--- src/hdl/fixed_size_pool_allocator_unit_assert.svh ---
// Assertion macros shared by the pool allocator modules.
// A module that uses them must have clk_i and rst_ni in scope.
`ifndef FIXED_SIZE_POOL_ALLOCATOR_UNIT_ASSERT_SVH
`define FIXED_SIZE_POOL_ALLOCATOR_UNIT_ASSERT_SVH

// The consequent must hold in the same cycle as the antecedent.
`define FSPA_ASSERT_SAME(label, ante, cons) \
  label: assert property (@(posedge clk_i) disable iff (!rst_ni) (ante) |-> (cons)) \
    else $error("pool allocator: same-cycle check failed");

// The consequent must hold in the cycle after the antecedent.
`define FSPA_ASSERT_NEXT(label, ante, cons) \
  label: assert property (@(posedge clk_i) disable iff (!rst_ni) (ante) |=> (cons)) \
    else $error("pool allocator: next-cycle check failed");

`endif

--- src/hdl/fspa_pkg.sv ---
// Shared types and constants of the fixed-size pool allocator.
// Used by fspa_ctrl, fspa_datapath and the top level; depends on nothing.
package fspa_pkg;

  // Default number of table entries.
  localparam int unsigned POOL_DEPTH_DEFAULT = 256;

  // Field and register widths.
  localparam int unsigned CAP_W      = 9;
  localparam int unsigned SIZE_W     = 13;
  localparam int unsigned ALIGN_W    = 4;
  localparam int unsigned CFG_IDX_W  = 2;
  localparam int unsigned CFG_DATA_W = 13;
  localparam int unsigned ITEM_W     = 8;
  localparam int unsigned OFF_W      = 21;
  localparam int unsigned USED_W     = 9;
  localparam int unsigned STRIDE_W   = 13;
  localparam int unsigned AVAL_W     = 9;

  // Stride rules.
  localparam logic [ALIGN_W-1:0]  MIN_ALIGN_LOG2  = 4'd2;
  localparam logic [ALIGN_W-1:0]  MAX_ALIGN_LOG2  = 4'd8;
  localparam logic [SIZE_W-1:0]   MAX_ITEM_SIZE   = 13'd4096;
  localparam logic [STRIDE_W-1:0] BACK_SLOT_BYTES = 13'd4;

  // Register reset values.
  localparam logic [CAP_W-1:0]   CAP_RESET   = 9'd256;
  localparam logic [SIZE_W-1:0]  SIZE_RESET  = 13'd4;
  localparam logic [ALIGN_W-1:0] ALIGN_RESET = 4'd2;

  typedef enum logic {
    MODE_ALLOC = 1'b0,
    MODE_FREE  = 1'b1
  } mode_e;

  typedef enum logic [1:0] {
    STATUS_OK       = 2'd0,
    STATUS_FULL     = 2'd1,
    STATUS_BAD_FREE = 2'd2
  } status_e;

  typedef enum logic [CFG_IDX_W-1:0] {
    CFG_POOL_CAPACITY  = 2'd0,
    CFG_ITEM_SIZE      = 2'd1,
    CFG_ALIGNMENT_LOG2 = 2'd2
  } cfg_idx_e;

  typedef struct packed {
    mode_e             mode;
    logic [ITEM_W-1:0] free_index;
  } req_t;

  typedef struct packed {
    logic [ITEM_W-1:0] item_index;
    logic [OFF_W-1:0]  byte_offset;
    status_e           status;
    logic [USED_W-1:0] used_count;
  } rsp_t;

  // Commands from the controller to the datapath.
  typedef struct packed {
    logic    init_wr;
    logic    capture;
    logic    slot_read;
    logic    alloc_wr;
    logic    swap_wr;
    logic    last_wr;
    logic    fail;
    status_e fail_status;
  } cmd_t;

  // Status from the datapath to the controller.
  typedef struct packed {
    logic init_last;
    logic full;
    logic free_pre_ok;
    logic free_match;
  } sts_t;

endpackage

--- src/hdl/fspa_ctrl.sv ---
// Sequencing state machine of the pool allocator.
// Depends on fspa_pkg and the assertion macro header.
`include "fixed_size_pool_allocator_unit_assert.svh"

module fspa_ctrl (
  input  logic            clk_i,
  input  logic            rst_ni,
  input  logic            start_i,
  input  fspa_pkg::mode_e mode_i,
  input  fspa_pkg::sts_t  sts_i,
  output fspa_pkg::cmd_t  cmd_o,
  output logic            busy_o,
  output logic            done_o
);

  typedef enum logic [2:0] {
    ST_INIT,
    ST_IDLE,
    ST_ALLOC,
    ST_FREE_SLOT,
    ST_FREE_CHK,
    ST_FREE_LAST
  } state_e;

  state_e state_q, state_d;
  logic   busy_q, busy_d;
  logic   done_q, done_d;

  // Next state and commands for the datapath.
  always_comb begin
    state_d = state_q;
    done_d  = 1'b0;
    cmd_o   = '0;
    cmd_o.fail_status = fspa_pkg::STATUS_OK;
    case (state_q)
      ST_INIT: begin
        cmd_o.init_wr = 1'b1;
        if (sts_i.init_last) begin
          state_d = ST_IDLE;
        end
      end
      ST_IDLE: begin
        if (start_i) begin
          cmd_o.capture = 1'b1;
          state_d = (mode_i == fspa_pkg::MODE_ALLOC) ? ST_ALLOC : ST_FREE_SLOT;
        end
      end
      ST_ALLOC: begin
        if (sts_i.full) begin
          cmd_o.fail        = 1'b1;
          cmd_o.fail_status = fspa_pkg::STATUS_FULL;
        end else begin
          cmd_o.alloc_wr = 1'b1;
        end
        done_d  = 1'b1;
        state_d = ST_IDLE;
      end
      ST_FREE_SLOT: begin
        if (sts_i.free_pre_ok) begin
          cmd_o.slot_read = 1'b1;
          state_d = ST_FREE_CHK;
        end else begin
          cmd_o.fail        = 1'b1;
          cmd_o.fail_status = fspa_pkg::STATUS_BAD_FREE;
          done_d  = 1'b1;
          state_d = ST_IDLE;
        end
      end
      ST_FREE_CHK: begin
        if (sts_i.free_match) begin
          cmd_o.swap_wr = 1'b1;
          state_d = ST_FREE_LAST;
        end else begin
          cmd_o.fail        = 1'b1;
          cmd_o.fail_status = fspa_pkg::STATUS_BAD_FREE;
          done_d  = 1'b1;
          state_d = ST_IDLE;
        end
      end
      ST_FREE_LAST: begin
        cmd_o.last_wr = 1'b1;
        done_d  = 1'b1;
        state_d = ST_IDLE;
      end
      default: begin
        state_d = ST_IDLE;
      end
    endcase
    busy_d = (state_d != ST_IDLE);
  end

  // State and registered outputs.
  always_ff @(posedge clk_i or negedge rst_ni) begin
    if (!rst_ni) begin
      state_q <= ST_INIT;
      busy_q  <= 1'b1;
      done_q  <= 1'b0;
    end else begin
      state_q <= state_d;
      busy_q  <= busy_d;
      done_q  <= done_d;
    end
  end

  assign busy_o = busy_q;
  assign done_o = done_q;

  `FSPA_ASSERT_NEXT(a_done_single, done_q, !done_q)
  `FSPA_ASSERT_NEXT(a_alloc_finishes, state_q == ST_ALLOC, done_q && (state_q == ST_IDLE))
  `FSPA_ASSERT_SAME(a_busy_matches_state, 1'b1, busy_q == (state_q != ST_IDLE))

endmodule

--- config.mk ---
export PLATFORM = sky130hd
export DESIGN_NAME = fspa_ctrl
export DESIGN_NICKNAME = d
export VERILOG_FILES = /design/src/hdl/fspa_pkg.sv /design/src/hdl/fspa_ctrl.sv
export VERILOG_INCLUDE_DIRS = /design/src /design/src/hdl
export SDC_FILE = /design/constraint.sdc
export NUM_CORES = 1
export LEC_CHECK = 0
export BUFFER_PORTS_ARGS = -buffer_cell sky130_fd_sc_hd__clkbuf_2
export CAP_MARGIN = 30
export CORE_AREA = 4 4 41 43
export CTS_CLUSTER_SIZE = 24
export DETAILED_ROUTE_END_ITERATION = 16
export DIE_AREA = 0 0 45 47
export GPL_TIMING_DRIVEN = 0
export HOLD_SLACK_MARGIN = 0.08
export SYNTH_ARGS = -nofsm -noshare
export SYNTH_HDL_FRONTEND = slang
export SYNTH_SLANG_ARGS = --single-unit
--- constraint.sdc ---
create_clock -name clk_i -period 1.3 [get_ports clk_i]
set_input_delay 0.195 -clock clk_i [delete_from_list [all_inputs] [get_ports clk_i]]
set_output_delay 0.195 -clock clk_i [all_outputs]
set_load 0.05 [all_outputs]
==> results of run 1 <==
per-stage QoR:
step                      hold slack (ps)  util, %  worst slack, ps
final                               258.2    53.56           -250.7
after global routing                263.7    53.56           -335.3
after detailed placement            12.42    35.67           -174.1
after CTS                           252.2    48.85           -253.7
after floorplan                    -100.6        -           -48.43
after global placement              13.87    35.67           -157.2
layout by cell type, fill, tap and decap left out, types with 2 or more instances in the layout:
master    netlist  final
buf_4           1      3
dfrtp_2         0      3
nand2b_4        0      2
buf_8           0      5
clkbuf_4        0      5
inv_1           3      3
clkbuf_2        0      9
and4bb_2        2      2
buf_6           0      4
report_power, final:
group	total, mW	switching [mW]	internal (mW)
Combinational	1.15	0.616	0.534
Sequential	0.304	0.0702	0.233
Clock	0.172	0.0567	0.116
Total	1.63	0.743	0.883
state kept, by name, summed over array words and instances, names as in the netlist:
register and flops:
busy_o 1, done_o 1, state_q 3
critical path: cells and delay by family, from the launching register on:
| kind | cells | cell delay, ps |
|---|---|---|
| buf+inv | 1 | 160 |
| flops | 1 | 450 |
| simple gates | 3 | 520 |
cells by family (layout without fill, tap and decap cells):
| family | after synthesis | after routing | share of synthesized area, % |
|---|---|---|---|
| and+or+nand+nor | 18 | 18 | 42.15 |
| DFF | 5 | 5 | 38.70 |
| buffers and inverters | 4 | 34 | 5.748 |
| AOI/OAI and AO/OA | 4 | 4 | 13.41 |
Yosys cell counts (2+ instances only):
cell type / n
nor2_1: 2
dfrtp_1: 4
and4bb_2: 2
nor2b_1: 2
inv_1: 3
nand2b_1: 2
layer usage:
layer	up-vias	track usage, %
met5	-	0
met4	0	7.018
met3	2	3.448
met2	8	14.41
met1	159	12.47
li1	176	-
final cells by class:
type,instances,area [µm²],share of cell area [%]
plain buffers,1,11.26,1.616
clock buffers,4,26.28,3.770
inverters,3,11.26,1.616
multi-input cells,22,239.0,34.29
flip-flops and latches,5,130.1,18.67
well taps,15,18.77,2.693
repair buffers,26,260.3,37.34
worst max path at each step:
stage | slack [ps] | to | startpoint
6_report | -250 | cmd_o[2] | state_q[0]
5_1_grt | -340 | cmd_o[2] | state_q[1]
4_1_cts | -250 | cmd_o[2] | state_q[0]
3_5_place_dp | -170 | cmd_o[2] | state_q[0]
3_3_place_gp | -160 | cmd_o[2] | state_q[0]
2_1_floorplan | -50 | cmd_o[8] | state_q[2]
what timing repair did:
action	CTS	global route
buffers inserted	4	3
hold endpoints to repair	5	0
resized for setup	23	10
setup endpoints to repair	10	13
pin swaps	4	1
hold buffers	1	0
==> results_dict.tcl, run 1 <==
set metrics [dict create \
    synth-edff-count 0 \
    start_util_pct 25.10 \
    ys_seq_area_share_pct 38.70 \
    p_leak_nw 0.3277 \
    worstPathArrival_ps 1360 \
    synthCells 31 \
    instances_no_fill 76 \
    crit_slowest_cell "dfrtp_2" \
    synth-seq-cells 5 \
    cts_tree "built" \
    endpoint_kind "output port" \
    hp-start "sts_i[0]" \
    grt_start_max_net_pins 11 \
    ctsLongestPathBuffers 2 \
    peakVddDrop_mv 0.7174 \
    clk_latency_ps 230 \
    synth_top_area_share_pct 30.65 \
    gp_congestion 0.7088 \
    r2r-end "busy_o" \
    relSlewSlack_pct 81.78 \
    synth_area_leader_cell "dfrtp_1" \
    first_global_vias 342 \
    syn2layout_area_growth_pct 113.4 \
    via_per_inst 4.539 \
    required_ps 1110 \
    dr_wl_met3_um 46 \
    nFillCells 119 \
    fin_tns_setup_ps -1996 \
    hold_path.class "primary input to register" \
    rsz0062_at_grt "yes" \
    die-area_um2 2115 \
    r2r_cells 5 \
    setup_viol 12 \
    dp_cells 64 \
    final_area_um2 696.9 \
    synth_area_um2 326.6 \
    yosys-top-cells-area "dfrtp_1 (31%), dfstp_2 (8.0%), and4bb_2 (7.7%)" \
    num_rows 13 \
    ant_nets 0 \
    synth_area_per_cell_um2 10.53 \
    cts.root.buffer_cell "clkbuf_4" \
    dr.pass1.iters 2 \
    setup.reg_to_reg.worst_slack_ps -130 \
    period_needed_ps 1551 \
    via_count 345 \
    r2r_start "state_q[0]" \
    drt_iter0_drc 2 \
    wl_met2_um 451 \
    totalPowerFinal_mw 1.626 \
    violations "setup timing" \
    antennaDiodeCount 0 \
    crit_type "register to output port" \
    synthArstFlopShare_pct 100.0 \
    clk_pin_slew_ps 40 \
    die_w_um 45 \
    cts_made_buffers 3 \
    synth_ff_type "dfrtp_1" \
    drive_gt1_share_pct 80.33 \
    met1_length_um 390 \
    port_buffers 18 \
    fmax_mhz 644.9 \
    pwr_density_cell_nw_per_um2 2333 \
    grtUsageTotal_pct 10.01 \
    routedWlPerCell_um 11.79 \
    top_layer "met4" \
    finalWorstSetupSlack_ps -250.7 \
    drv_slew 0 \
    whs_endpoint "busy_o" \
    nets 70 \
    fin_worst_skew_ps 0.9040 \
    cap_violations 0 \
    tightest_slew_ps 274.5 \
    place_hpwl_um 610.1 \
    htree_levels 1 \
    core_area_um2 1301 \
    yosysWarningCount 0 \
    cts_num_sinks 5 \
    antenna_found_initial 0 \
    grt_overflow 0 \
    period_share_pct 119.3 \
    drt_wl_total_um 896 \
    crit_path_max_incr_delay_ps 450 \
    worstPathCellList "nor3b_4 > and2_4 > nand2b_4 > clkbuf_16" \
    start_kind "register" \
    ioPinCount 19 \
    synthDistinctLibCells 22 \
    hold_path_depth 3 \
    drc 0 \
    dieHeight_um 47 \
    placed_cell_area_um2 464.2 \
    worstPathMaxFanout 5 \
    grt_first_pass_wirelength_um 1476 \
    status "finished, violations left" \
    syn-num-nets 39 \
    hold_viol_final 0 \
]
(Power assumes the default switching activity.)
==> run 2, diff against run 1 <==
==> constraint.sdc (replaced) <==
create_clock -name clk_i -period 1.3 [get_ports clk_i]
set_input_delay 0.065 -clock clk_i [delete_from_list [all_inputs] [get_ports clk_i]]
set_output_delay 0.065 -clock clk_i [all_outputs]
set_load 0.05 [all_outputs]
==> results_dict.tcl, run 2 (synthesized netlist as in run 1, its figures left out) <==
set metrics [dict create \
    status "finished, violations left" \
    violations "setup timing" \
    antennaDiodeCount 0 \
    grt_first_pass_wirelength_um 1656 \
    drt_wl_total_um 1014 \
    crit_type "register to register" \
    tightest_slew_ps 260.7 \
    final_common_cell "clkbuf_2" \
    period_share_pct 110.2 \
    finalWorstSetupSlack_ps -132.4 \
    htree_levels 1 \
    place_ws_ps -119.5 \
    cts_num_sinks 5 \
    cpMostUsedCell "buf_4" \
    grt_overflow 0 \
    via_count 334 \
    cpLargestDelayFamily "flip-flops" \
    drive_gt1_share_pct 81.97 \
    rsz0062_at_grt "yes" \
    largest_register_ffs 3 \
    start_util_pct 25.10 \
    grtUsageTotal_pct 10.94 \
    gp_congestion 0.7139 \
    worstPathCellList "buf_4 > and4b_2 > buf_4 > a311oi_1 > o31ai_1" \
    regMostFlops "state_q" \
    ant_nets 0 \
    endpoint_kind "register" \
    ctsLongestPathBuffers 2 \
    crit_path_max_incr_delay_ps 440 \
    die_w_um 45 \
    start_kind "register" \
    dr.pass1.iters 2 \
    crit_slowest_cell "dfrtp_2" \
    hold_path.class "primary input to register" \
    dieHeight_um 47 \
    ioPinCount 19 \
    drt_iter0_drc 3 \
    cts_tree "built" \
    peakVddDrop_mv 1.432 \
    first_global_vias 398 \
    routedWlPerCell_um 13.34 \
    required_ps 1450 \
    p_leak_nw 0.3190 \
    relSlewSlack_pct 82.47 \
    fin_worst_skew_ps 2.157 \
    cp-startpoint "state_q[0]" \
    r2r_start "state_q[0]" \
    num_rows 13 \
    cts_made_buffers 3 \
    final_core_util_pct 52.98 \
    fin_tns_setup_ps -827.8 \
    grt_start_max_net_pins 11 \
    mostFrequentLayoutCells "clkbuf_2 (9), buf_8 (7), buf_4 (5), buf_6 (4)" \
    die-area_um2 2115 \
    hold_viol_final 0 \
    wl_met2_um 544 \
    clk_pin_slew_ps 40 \
    instances_no_fill 76 \
    nets 70 \
    worstPathMaxFanout 5 \
    fmax_mhz 698.1 \
    met1_length_um 416 \
    critPathBufInv 2 \
    antenna_found_initial 0 \
    core_area_um2 1301 \
    clk_latency_ps 240 \
    period_needed_ps 1432 \
    dp_cells 64 \
    top_layer "met3" \
    final_area_um2 689.4 \
    cap_violations 0 \
    drc 0 \
    placed_cell_area_um2 452.9 \
    dr_wl_met3_um 52 \
    drv_slew 0 \
    via_per_inst 4.395 \
    whs_ps 137.0 \
    place_hpwl_um 579.7 \
    setup_viol 11 \
    worstPathArrival_ps 1580 \
    totalPowerFinal_mw 1.603 \
    pwr_density_cell_nw_per_um2 2325 \
    syn2layout_area_growth_pct 111.1 \
    cts.root.buffer_cell "clkbuf_4" \
    hp-start "sts_i[0]" \
    port_buffers 18 \
]
[run 2: changes by cell type in the layout (fill, tap and decap cells not counted), moves of 2 or more]
cell | before | now
clkbuf_4 | 5 | 3
buf_8 | 5 | 7
nor2_4 | 1 | 3
buf_4 | 3 | 5
[run 2: final timing paths]
| kind | to | slack, ps | cells after the start |
|---|---|---|---|
| min in group asynchronous | state_q[1] | 170 | 2 |
| worst max-delay path | busy_o | -130 | 5 |
| worst min register to register | busy_o | 660 | 2 |
| max in group asynchronous | busy_o | 910 | 2 |
| worst min-delay path | busy_o | 140 | 3 |
| worst max register to register | busy_o | -130 | 5 |
[run 2: layout make-up]
class                           instances  area (µm²)
Buffer                                  1       11.26
Clock buffer                            4       26.28
Fill cell                             127       611.8
Inverter                                3       11.26
Multi-Input combinational cell         22       246.5
Sequential cell                         5       130.1
Tap cell                               15       18.77
Timing Repair Buffer                   26       245.2
[run 2: worst min-delay path, delay by kind of cell]
family / cells / cell delay [ps]
AOI/OAI and AO/OA: 2 / 170
buffers and inverters: 1 / 100
[run 2: routing by layer]
| layer | global-route usage (%) | vias to the layer above |
|---|---|---|
| li1 | - | 171 |
| met1 | 13.76 | 151 |
| met2 | 17.51 | 12 |
| met3 | 0.3831 | 0 |
| met4 | 8.772 | 0 |
| met5 | 0 | - |
[run 2: repair_timing]
item / CTS / global route
endpoints found under the setup margin: 10 / 13
setup buffers: 5 / 2
hold buffers: 1 / 0
pin swaps: 6 / 4
resized for setup: 25 / 20
hold endpoints to repair: 5 / 0
[run 2: power breakdown]
part / switching (mW) / internal, mW
Sequential: 0.0724 / 0.233
Clock: 0.0615 / 0.116
Combinational: 0.626 / 0.494
Total: 0.760 / 0.843
