File: config.mk
export PLATFORM = sky130hd
export DESIGN_NAME = fspa_datapath
export DESIGN_NICKNAME = d
export VERILOG_FILES = /design/src/hdl/fspa_pkg.sv /design/src/hdl/fspa_datapath.sv
export VERILOG_INCLUDE_DIRS = /design/src /design/src/hdl
export SDC_FILE = /design/constraint.sdc
export NUM_CORES = 2
export LEC_CHECK = 0
export BUFFER_PORTS_ARGS = -buffer_cell sky130_fd_sc_hd__buf_2
export CAP_MARGIN = 25
export CORE_ASPECT_RATIO = 0.75
export CORE_MARGIN = 1
export CORE_UTILIZATION = 50
export DETAILED_ROUTE_END_ITERATION = 7
export GPL_TIMING_DRIVEN = 0
export PLACE_DENSITY = 0.67
export REMOVE_ABC_BUFFERS = 1
export SLEW_MARGIN = 0
export SYNTH_ARGS = -nofsm -noshare
export SYNTH_HDL_FRONTEND = slang
export SYNTH_SLANG_ARGS = --single-unit
File: constraint.sdc
create_clock -name clk_i -period 13.8 [get_ports clk_i]
set_input_delay 2.76 -clock clk_i [delete_from_list [all_inputs] [get_ports clk_i]]
set_output_delay 2.76 -clock clk_i [all_outputs]
set_load 0.01 [all_outputs]
File: src/hdl/fixed_size_pool_allocator_unit_assert.svh
// Assertion macros shared by the pool allocator modules.
// A module that uses them must have clk_i and rst_ni in scope.
`ifndef FIXED_SIZE_POOL_ALLOCATOR_UNIT_ASSERT_SVH
`define FIXED_SIZE_POOL_ALLOCATOR_UNIT_ASSERT_SVH

// The consequent must hold in the same cycle as the antecedent.
`define FSPA_ASSERT_SAME(label, ante, cons) \
  label: assert property (@(posedge clk_i) disable iff (!rst_ni) (ante) |-> (cons)) \
    else $error("pool allocator: same-cycle check failed");

// The consequent must hold in the cycle after the antecedent.
`define FSPA_ASSERT_NEXT(label, ante, cons) \
  label: assert property (@(posedge clk_i) disable iff (!rst_ni) (ante) |=> (cons)) \
    else $error("pool allocator: next-cycle check failed");

`endif

File: src/hdl/fspa_pkg.sv
// Shared types and constants of the fixed-size pool allocator.
// Used by fspa_ctrl, fspa_datapath and the top level; depends on nothing.
package fspa_pkg;

  // Default number of table entries.
  localparam int unsigned POOL_DEPTH_DEFAULT = 256;

  // Field and register widths.
  localparam int unsigned CAP_W      = 9;
  localparam int unsigned SIZE_W     = 13;
  localparam int unsigned ALIGN_W    = 4;
  localparam int unsigned CFG_IDX_W  = 2;
  localparam int unsigned CFG_DATA_W = 13;
  localparam int unsigned ITEM_W     = 8;
  localparam int unsigned OFF_W      = 21;
  localparam int unsigned USED_W     = 9;
  localparam int unsigned STRIDE_W   = 13;
  localparam int unsigned AVAL_W     = 9;

  // Stride rules.
  localparam logic [ALIGN_W-1:0]  MIN_ALIGN_LOG2  = 4'd2;
  localparam logic [ALIGN_W-1:0]  MAX_ALIGN_LOG2  = 4'd8;
  localparam logic [SIZE_W-1:0]   MAX_ITEM_SIZE   = 13'd4096;
  localparam logic [STRIDE_W-1:0] BACK_SLOT_BYTES = 13'd4;

  // Register reset values.
  localparam logic [CAP_W-1:0]   CAP_RESET   = 9'd256;
  localparam logic [SIZE_W-1:0]  SIZE_RESET  = 13'd4;
  localparam logic [ALIGN_W-1:0] ALIGN_RESET = 4'd2;

  typedef enum logic {
    MODE_ALLOC = 1'b0,
    MODE_FREE  = 1'b1
  } mode_e;

  typedef enum logic [1:0] {
    STATUS_OK       = 2'd0,
    STATUS_FULL     = 2'd1,
    STATUS_BAD_FREE = 2'd2
  } status_e;

  typedef enum logic [CFG_IDX_W-1:0] {
    CFG_POOL_CAPACITY  = 2'd0,
    CFG_ITEM_SIZE      = 2'd1,
    CFG_ALIGNMENT_LOG2 = 2'd2
  } cfg_idx_e;

  typedef struct packed {
    mode_e             mode;
    logic [ITEM_W-1:0] free_index;
  } req_t;

  typedef struct packed {
    logic [ITEM_W-1:0] item_index;
    logic [OFF_W-1:0]  byte_offset;
    status_e           status;
    logic [USED_W-1:0] used_count;
  } rsp_t;

  // Commands from the controller to the datapath.
  typedef struct packed {
    logic    init_wr;
    logic    capture;
    logic    slot_read;
    logic    alloc_wr;
    logic    swap_wr;
    logic    last_wr;
    logic    fail;
    status_e fail_status;
  } cmd_t;

  // Status from the datapath to the controller.
  typedef struct packed {
    logic init_last;
    logic full;
    logic free_pre_ok;
    logic free_match;
  } sts_t;

endpackage

File: src/hdl/fspa_datapath.sv
// Datapath of the pool allocator: index table, back-slot table, count,
// configuration registers and result registers. Depends on fspa_pkg.
`include "fixed_size_pool_allocator_unit_assert.svh"

module fspa_datapath #(
  parameter int unsigned POOL_DEPTH = fspa_pkg::POOL_DEPTH_DEFAULT
) (
  input  logic                               clk_i,
  input  logic                               rst_ni,
  input  fspa_pkg::req_t                     req_i,
  input  logic                               cfg_valid_i,
  input  logic [fspa_pkg::CFG_IDX_W-1:0]     cfg_index_i,
  input  logic [fspa_pkg::CFG_DATA_W-1:0]    cfg_data_i,
  input  fspa_pkg::cmd_t                     cmd_i,
  output fspa_pkg::sts_t                     sts_o,
  output fspa_pkg::rsp_t                     rsp_o
);

  localparam int unsigned IDX_W = (POOL_DEPTH > 1) ? $clog2(POOL_DEPTH) : 1;
  localparam int unsigned CNT_W = $clog2(POOL_DEPTH + 1);
  localparam int unsigned EXT_W = (CNT_W > fspa_pkg::ITEM_W) ? CNT_W : fspa_pkg::ITEM_W;
  localparam int unsigned CMP_W = (CNT_W > fspa_pkg::CAP_W) ? CNT_W : fspa_pkg::CAP_W;
  localparam int unsigned PROD_W = IDX_W + fspa_pkg::STRIDE_W;

  // Table memories.
  logic [IDX_W-1:0] tbl_mem  [POOL_DEPTH];
  logic [IDX_W-1:0] slot_mem [POOL_DEPTH];

  // Configuration registers.
  logic [fspa_pkg::CAP_W-1:0]   cap_q;
  logic [fspa_pkg::SIZE_W-1:0]  size_q;
  logic [fspa_pkg::ALIGN_W-1:0] align_q;

  // Control state.
  logic [CNT_W-1:0] count_q, count_d;
  logic [IDX_W-1:0] init_q;

  // Request and working registers.
  logic [IDX_W-1:0] idx_q;
  logic             in_range_q;
  logic [IDX_W-1:0] slot_q;
  logic [IDX_W-1:0] last_q;
  logic [IDX_W-1:0] tbl_rd_q;
  logic [IDX_W-1:0] slot_rd_q;

  // Result registers.
  logic [fspa_pkg::ITEM_W-1:0] item_q;
  logic [fspa_pkg::OFF_W-1:0]  offset_q;
  fspa_pkg::status_e           status_q;

  logic [EXT_W-1:0]              idx_ext;
  logic                          idx_in_range;
  logic [CNT_W-1:0]              cnt_m1;
  logic [CMP_W-1:0]              cnt_cmp;
  logic [fspa_pkg::ALIGN_W-1:0]  lg;
  logic [fspa_pkg::SIZE_W-1:0]   sz;
  logic [fspa_pkg::AVAL_W-1:0]   aval;
  logic [fspa_pkg::STRIDE_W-1:0] stride;
  logic [PROD_W-1:0]             prod;

  logic             tbl_we, tbl_re, slot_we, slot_re;
  logic [IDX_W-1:0] tbl_wa, tbl_wd, tbl_ra, slot_wa, slot_wd, slot_ra;

  // Configuration writes; indexes beyond the list are dropped.
  always_ff @(posedge clk_i or negedge rst_ni) begin
    if (!rst_ni) begin
      cap_q   <= fspa_pkg::CAP_RESET;
      size_q  <= fspa_pkg::SIZE_RESET;
      align_q <= fspa_pkg::ALIGN_RESET;
    end else if (cfg_valid_i) begin
      case (cfg_index_i)
        fspa_pkg::CFG_POOL_CAPACITY:  cap_q   <= cfg_data_i[fspa_pkg::CAP_W-1:0];
        fspa_pkg::CFG_ITEM_SIZE:      size_q  <= cfg_data_i[fspa_pkg::SIZE_W-1:0];
        fspa_pkg::CFG_ALIGNMENT_LOG2: align_q <= cfg_data_i[fspa_pkg::ALIGN_W-1:0];
        default: ;
      endcase
    end
  end

  // Aligned stride: smallest alignment multiple above item plus back-slot.
  always_comb begin
    if (align_q < fspa_pkg::MIN_ALIGN_LOG2) begin
      lg = fspa_pkg::MIN_ALIGN_LOG2;
    end else if (align_q > fspa_pkg::MAX_ALIGN_LOG2) begin
      lg = fspa_pkg::MAX_ALIGN_LOG2;
    end else begin
      lg = align_q;
    end
    sz     = (size_q > fspa_pkg::MAX_ITEM_SIZE) ? fspa_pkg::MAX_ITEM_SIZE : size_q;
    aval   = fspa_pkg::AVAL_W'(1) << lg;
    stride = (sz + fspa_pkg::STRIDE_W'(aval) + fspa_pkg::BACK_SLOT_BYTES)
             & ~fspa_pkg::STRIDE_W'(aval - fspa_pkg::AVAL_W'(1));
  end

  // Request decode and status to the controller.
  assign idx_ext      = EXT_W'(req_i.free_index);
  assign idx_in_range = idx_ext < EXT_W'(POOL_DEPTH);
  assign cnt_m1       = count_q - CNT_W'(1);
  assign cnt_cmp      = CMP_W'(count_q);
  assign prod         = PROD_W'(tbl_rd_q) * PROD_W'(stride);

  assign sts_o.init_last   = (init_q == IDX_W'(POOL_DEPTH - 1));
  assign sts_o.full        = (cnt_cmp >= CMP_W'(cap_q)) || (cnt_cmp >= CMP_W'(POOL_DEPTH));
  assign sts_o.free_pre_ok = in_range_q && (count_q != '0);
  assign sts_o.free_match  = (CNT_W'(slot_q) < count_q) && (tbl_rd_q == idx_q);

  // Memory port selection.
  always_comb begin
    tbl_re  = cmd_i.capture || cmd_i.slot_read;
    if (cmd_i.slot_read) begin
      tbl_ra = slot_rd_q;
    end else if (req_i.mode == fspa_pkg::MODE_ALLOC) begin
      tbl_ra = count_q[IDX_W-1:0];
    end else begin
      tbl_ra = cnt_m1[IDX_W-1:0];
    end
    tbl_we = cmd_i.init_wr || cmd_i.swap_wr || cmd_i.last_wr;
    if (cmd_i.init_wr) begin
      tbl_wa = init_q;
      tbl_wd = init_q;
    end else if (cmd_i.swap_wr) begin
      tbl_wa = slot_q;
      tbl_wd = last_q;
    end else begin
      tbl_wa = cnt_m1[IDX_W-1:0];
      tbl_wd = idx_q;
    end
    slot_re = cmd_i.capture;
    slot_ra = idx_ext[IDX_W-1:0];
    slot_we = cmd_i.init_wr || cmd_i.alloc_wr || cmd_i.swap_wr;
    if (cmd_i.init_wr) begin
      slot_wa = init_q;
      slot_wd = '0;
    end else if (cmd_i.alloc_wr) begin
      slot_wa = tbl_rd_q;
      slot_wd = count_q[IDX_W-1:0];
    end else begin
      slot_wa = last_q;
      slot_wd = slot_q;
    end
  end

  // Index table memory.
  always_ff @(posedge clk_i) begin
    if (tbl_we) begin
      tbl_mem[tbl_wa] <= tbl_wd;
    end
    if (tbl_re) begin
      tbl_rd_q <= tbl_mem[tbl_ra];
    end
  end

  // Back-slot memory.
  always_ff @(posedge clk_i) begin
    if (slot_we) begin
      slot_mem[slot_wa] <= slot_wd;
    end
    if (slot_re) begin
      slot_rd_q <= slot_mem[slot_ra];
    end
  end

  // Allocated count.
  always_comb begin
    count_d = count_q;
    if (cmd_i.alloc_wr) begin
      count_d = count_q + CNT_W'(1);
    end else if (cmd_i.last_wr) begin
      count_d = cnt_m1;
    end
  end

  // Count and clearing-pass pointer.
  always_ff @(posedge clk_i or negedge rst_ni) begin
    if (!rst_ni) begin
      count_q <= '0;
      init_q  <= '0;
    end else begin
      count_q <= count_d;
      if (cmd_i.init_wr) begin
        init_q <= init_q + IDX_W'(1);
      end
    end
  end

  // Working and result registers.
  always_ff @(posedge clk_i) begin
    if (cmd_i.capture) begin
      idx_q      <= idx_ext[IDX_W-1:0];
      in_range_q <= idx_in_range;
      item_q     <= '0;
      offset_q   <= '0;
      status_q   <= fspa_pkg::STATUS_OK;
    end
    if (cmd_i.slot_read) begin
      slot_q <= slot_rd_q;
      last_q <= tbl_rd_q;
    end
    if (cmd_i.alloc_wr) begin
      item_q   <= fspa_pkg::ITEM_W'(tbl_rd_q);
      offset_q <= fspa_pkg::OFF_W'(prod);
    end
    if (cmd_i.fail) begin
      status_q <= cmd_i.fail_status;
    end
  end

  assign rsp_o.item_index  = item_q;
  assign rsp_o.byte_offset = offset_q;
  assign rsp_o.status      = status_q;
  assign rsp_o.used_count  = fspa_pkg::USED_W'(count_q);

  `FSPA_ASSERT_SAME(a_count_bound, 1'b1, count_q <= CNT_W'(POOL_DEPTH))
  `FSPA_ASSERT_NEXT(a_alloc_incr, cmd_i.alloc_wr, count_q == $past(count_q) + CNT_W'(1))
  `FSPA_ASSERT_NEXT(a_free_decr, cmd_i.last_wr, count_q == $past(count_q) - CNT_W'(1))

endmodule

==> flow_summary_export.csv <==
group,metric,value,unit
synthesis,synth.distinct_cells,75,
sta,slew_headroom,16.4,%
place,preCtsSetupSlack,4.91,ns
place,port-buffer-count,79,
global_route,use_met1,38.2,%
global_route,grt_pass1_vias,96091,
routing,dr.pass1.iters,8,
cts,clkTransAtPathRegs,0.06,ns
sta,hold_ws,0.451,ns
cts,clock_path_buffers,4,
pwr,internal_power,24.6,mW
cts,cts_tree,"yes",
sta,period_minus_slack,8.08,ns
sta,clock_skew,0.0677,ns
global_route,antenna_found_initial,33,
sta,fin_ws,5.72,ns
synthesis,synth-edff-count,4167,
pwr,powerDensity,178,mW/mm2
finish,area_growth,13.7,%
routing,vias,99461,
cts,htreeDepth,5,
worst_setup_path,start_kind,"input pin",
global_route,grtUsageTotal,25.6,%
global_route,grt_busiest_layer,"met1",
pwr,seqPwrFrac,43.5,%
synthesis,synth_area_leaders,"edfxtp_1, mux4_2, nand2_1, nor2_1, a221oi_1",
routing,routed_wl,458000,um
sta,fmax,124,MHz
synthesis,yosysTopAreaCell,"edfxtp_1",
global_route,grtUsageMet2,37.4,%
finish,fin_nets,10338,
synthesis,ys_ff_latch,4209,
floorplanning,die-width,684,um
global_route,grt_max_degree,127,
run,drv_cap,0,
global_route,grt-ovfl-total,0,
place,gp_congestion,0.841,
routing,final_antenna_net_count,0,
finish,drive_gt1_share,18.9,%
routing,drc_errors,0,
pwr,clkPwrFrac,31.5,%
cts,cts_root_buffer,"clkbuf_16",
place,post-dp-hpwl,300000,um
floorplanning,placementRows,187,
place,dpl.cell_count,14363,
pwr,p_sw_share,30.4,%
floorplanning,die_y,514,um
synthesis,synth-seq-area-share,72.3,%
pwr,comb_power_share,25.0,%
synthesis,synthFlopType,"edfxtp_1",
hold_path,hold_path.class,"reg -> reg",
sta,tightest_slew,1.24,ns
routing,drtIter0Drc,14373,
worst_setup_path,cp_max_fo,126,
sta,setup_viol,0,
cts,hold_buffers,0,
global_route,grt_pass1_wl,663000,um
floorplanning,num_io_pins,80,
cts,worstSkewPairLatency,0.99,ns
sta,rsz0062_at_grt,"no",
synthesis,synth_top_area_share,71.7,%
routing,avgRoutedWirePerCell,30.2,um
sta,final_max_slew_viol_count,0,
worst_setup_path,worstPathRequired,14.63,ns
synthesis,synthArstFlopShare,0.998,%
worst_setup_path,critPathSlowestCell,"nor4_1",
pwr,switchingPower,10.8,mW
synthesis,avgSynthCellArea,17.4,um2
finish,finalNonFillerCells,15156,
worst_setup_path,cp_cell_sequence,"buf_8 -> buf_16 -> buf_16 -> nand2_4 -> buf_12 -> o31ai_4 -> buf_8 -> buf_8 -> buf_8 -> buf_16 -> buf_16 -> buf_8 -> nor2_2 -> buf_8 -> nand3_1 -> nand3_1 -> a221oi_1 -> nor4_2 -> buf_4 -> nor4_1 -> and4_1",
worst_setup_path,crit_arrival,8.92,ns
worst_setup_path,path_class,"in -> reg",
synthesis,yosys_warnings,0,
sta,hold_violations,0,
synthesis,netlist_area,0.174,mm2
routing,routed_via_density,6.56,
worst_setup_path,crit_top_cell,"buf_8",
finish,finalInstanceArea,0.198,mm2
synthesis,synthCells,10027,
worst_setup_path,end_kind,"register",
pwr,p_leak,63.6,nW
floorplanning,die_area,0.351,mm2
cts,clkSinkCount,4209,
cts,cts_made_buffers,409,
run_status,outcome,"finished clean",
place,placed_cell_area,0.185,mm2
worst_setup_path,cpPeakStageDelay,0.73,ns
finish,final_util,57.2,%
pwr,ir_worst_vdd,323,uV
sta,finalCritPeriodShare,58.6,%
cts,post_cts_resized,0,
floorplanning,initial_utilization,50.3,%
floorplanning,core,0.347,mm2
global_route,met3_usage,6.04,%
finish,fillers,24942,
cts,cts_setup_buffers,0,
==> path summary, 6_finish.rpt <==
| kind | start | slack [ns] | cells after the start | endpoint |
|---|---|---|---|---|
| max in group asynchronous | rst_ni | 11.53 | 2 | cap_q[8] |
| setup / recovery | cmd_i[6] | 5.72 | 21 | tbl_rd_q[6] |
| hold / removal | slot_rd_q[0] | 0.45 | 0 | slot_q[0] |
| hold reg to reg | slot_rd_q[0] | 0.45 | 0 | slot_q[0] |
| min in group asynchronous | rst_ni | 1.71 | 1 | size_q[9] |
| setup reg to reg | align_q[3] | 5.75 | 27 | offset_q[19] |
==> Yosys cell counts (all sizes together) (85+ instances only) <==
| cell type | instances |
|---|---|
| nor3 | 96 |
| mux2i | 101 |
| buf | 262 |
| inv | 117 |
| and2 | 85 |
| mux4 | 873 |
| clkbuf | 440 |
| a221o | 148 |
| a211oi | 277 |
| a221oi | 239 |
| edfxtp | 4167 |
| nand2 | 887 |
| nor2 | 650 |
| o21ai | 256 |
| nand3 | 282 |
| and3 | 247 |
==> stage by stage <==
stage / power (mW) / TNS, ns
CTS: 35.4 / 0
global route: 36.5 / 0
global placement: 26.8 / -
floorplan: 21.8 / -1404.99
detailed placement: 24.3 / 0
finish: 35.4 / 0
==> power by group through the flow <==
stage / sequential [mW] / clock [mW] / combinational (mW)
6_report: 15.4 / 11.1 / 8.84
5_1_grt: 15.4 / 11.7 / 9.46
4_1_cts: 15.4 / 11.2 / 8.74
3_5_place_dp: 15.6 / 0 / 8.69
3_3_place_gp: 16.6 / 0 / 10.2
2_1_floorplan: 15.9 / 0 / 5.85
==> layer usage <==
layer | wire length, um | vias up
li1 | - | 41051
met1 | 186000 | 51583
met2 | 203000 | 5990
met3 | 53600 | 829
met4 | 15900 | 8
met5 | 49 | -
==> placed cells by master (no fill, tap or decap), types with 101 or more instances in the layout <==
master     Yosys  layout
edfxtp_1    4167    4167
mux4_2       873     873
nand2_1      886     857
nor2_1       649     637
clkbuf_16      0     416
nand3_1      281     281
a211oi_1     277     275
o21ai_0      255     253
and3_1       247     247
a221oi_1     238     238
a221o_1      148     147
buf_12         0     134
inv_1        117     117
buf_16         0     106
mux2i_1      101     101
==> final cells by class <==
cell class | count | area [um2] | area share (%)
Sequential cell | 4209 | 126000 | 63.6
Multi-Input combinational cell | 5009 | 45500 | 22.9
Clock buffer | 495 | 10700 | 5.40
Timing Repair Buffer | 411 | 7170 | 3.61
Tap cell | 4630 | 5790 | 2.92
Clock inverter | 268 | 2510 | 1.27
Inverter | 117 | 439 | 0.221
Antenna cell | 17 | 42.5 | 0.0215
==> flip-flops by register name, summed over array words and instances (netlist names) <==
register   flops
status_q       2
cap_q          9
cnt_cmp        9
align_q        4
idx_q          8
item_q         8
size_q        12
last_q         8
offset_q      21
slot_q         8
tbl_rd_q       8
init_q         8
slot_rd_q      8
tbl_mem     2048
slot_mem    2048
==> worst max-delay path, delay by kind of cell <==
kind | cells | cell delay, ns
simple gates | 7 | 1.91
buf+inv | 12 | 3.36
compound gates | 2 | 0.63
==> cell families (layout without fill, tap and decap cells) <==
group	count (synthesis)	count (layout)	synth area share, %
other	2	29	0.00431
DFF	4209	4209	72.3
AOI/OAI and AO/OA	1365	1365	5.87
buffers and inverters	819	1291	1.85
and+or+nand+nor	2441	2441	6.38
adders and majority gates	145	145	1.33
muxes	992	992	12.0
xor gates and xnor gates	54	54	0.271
Power figures use the tool's default switching activity.
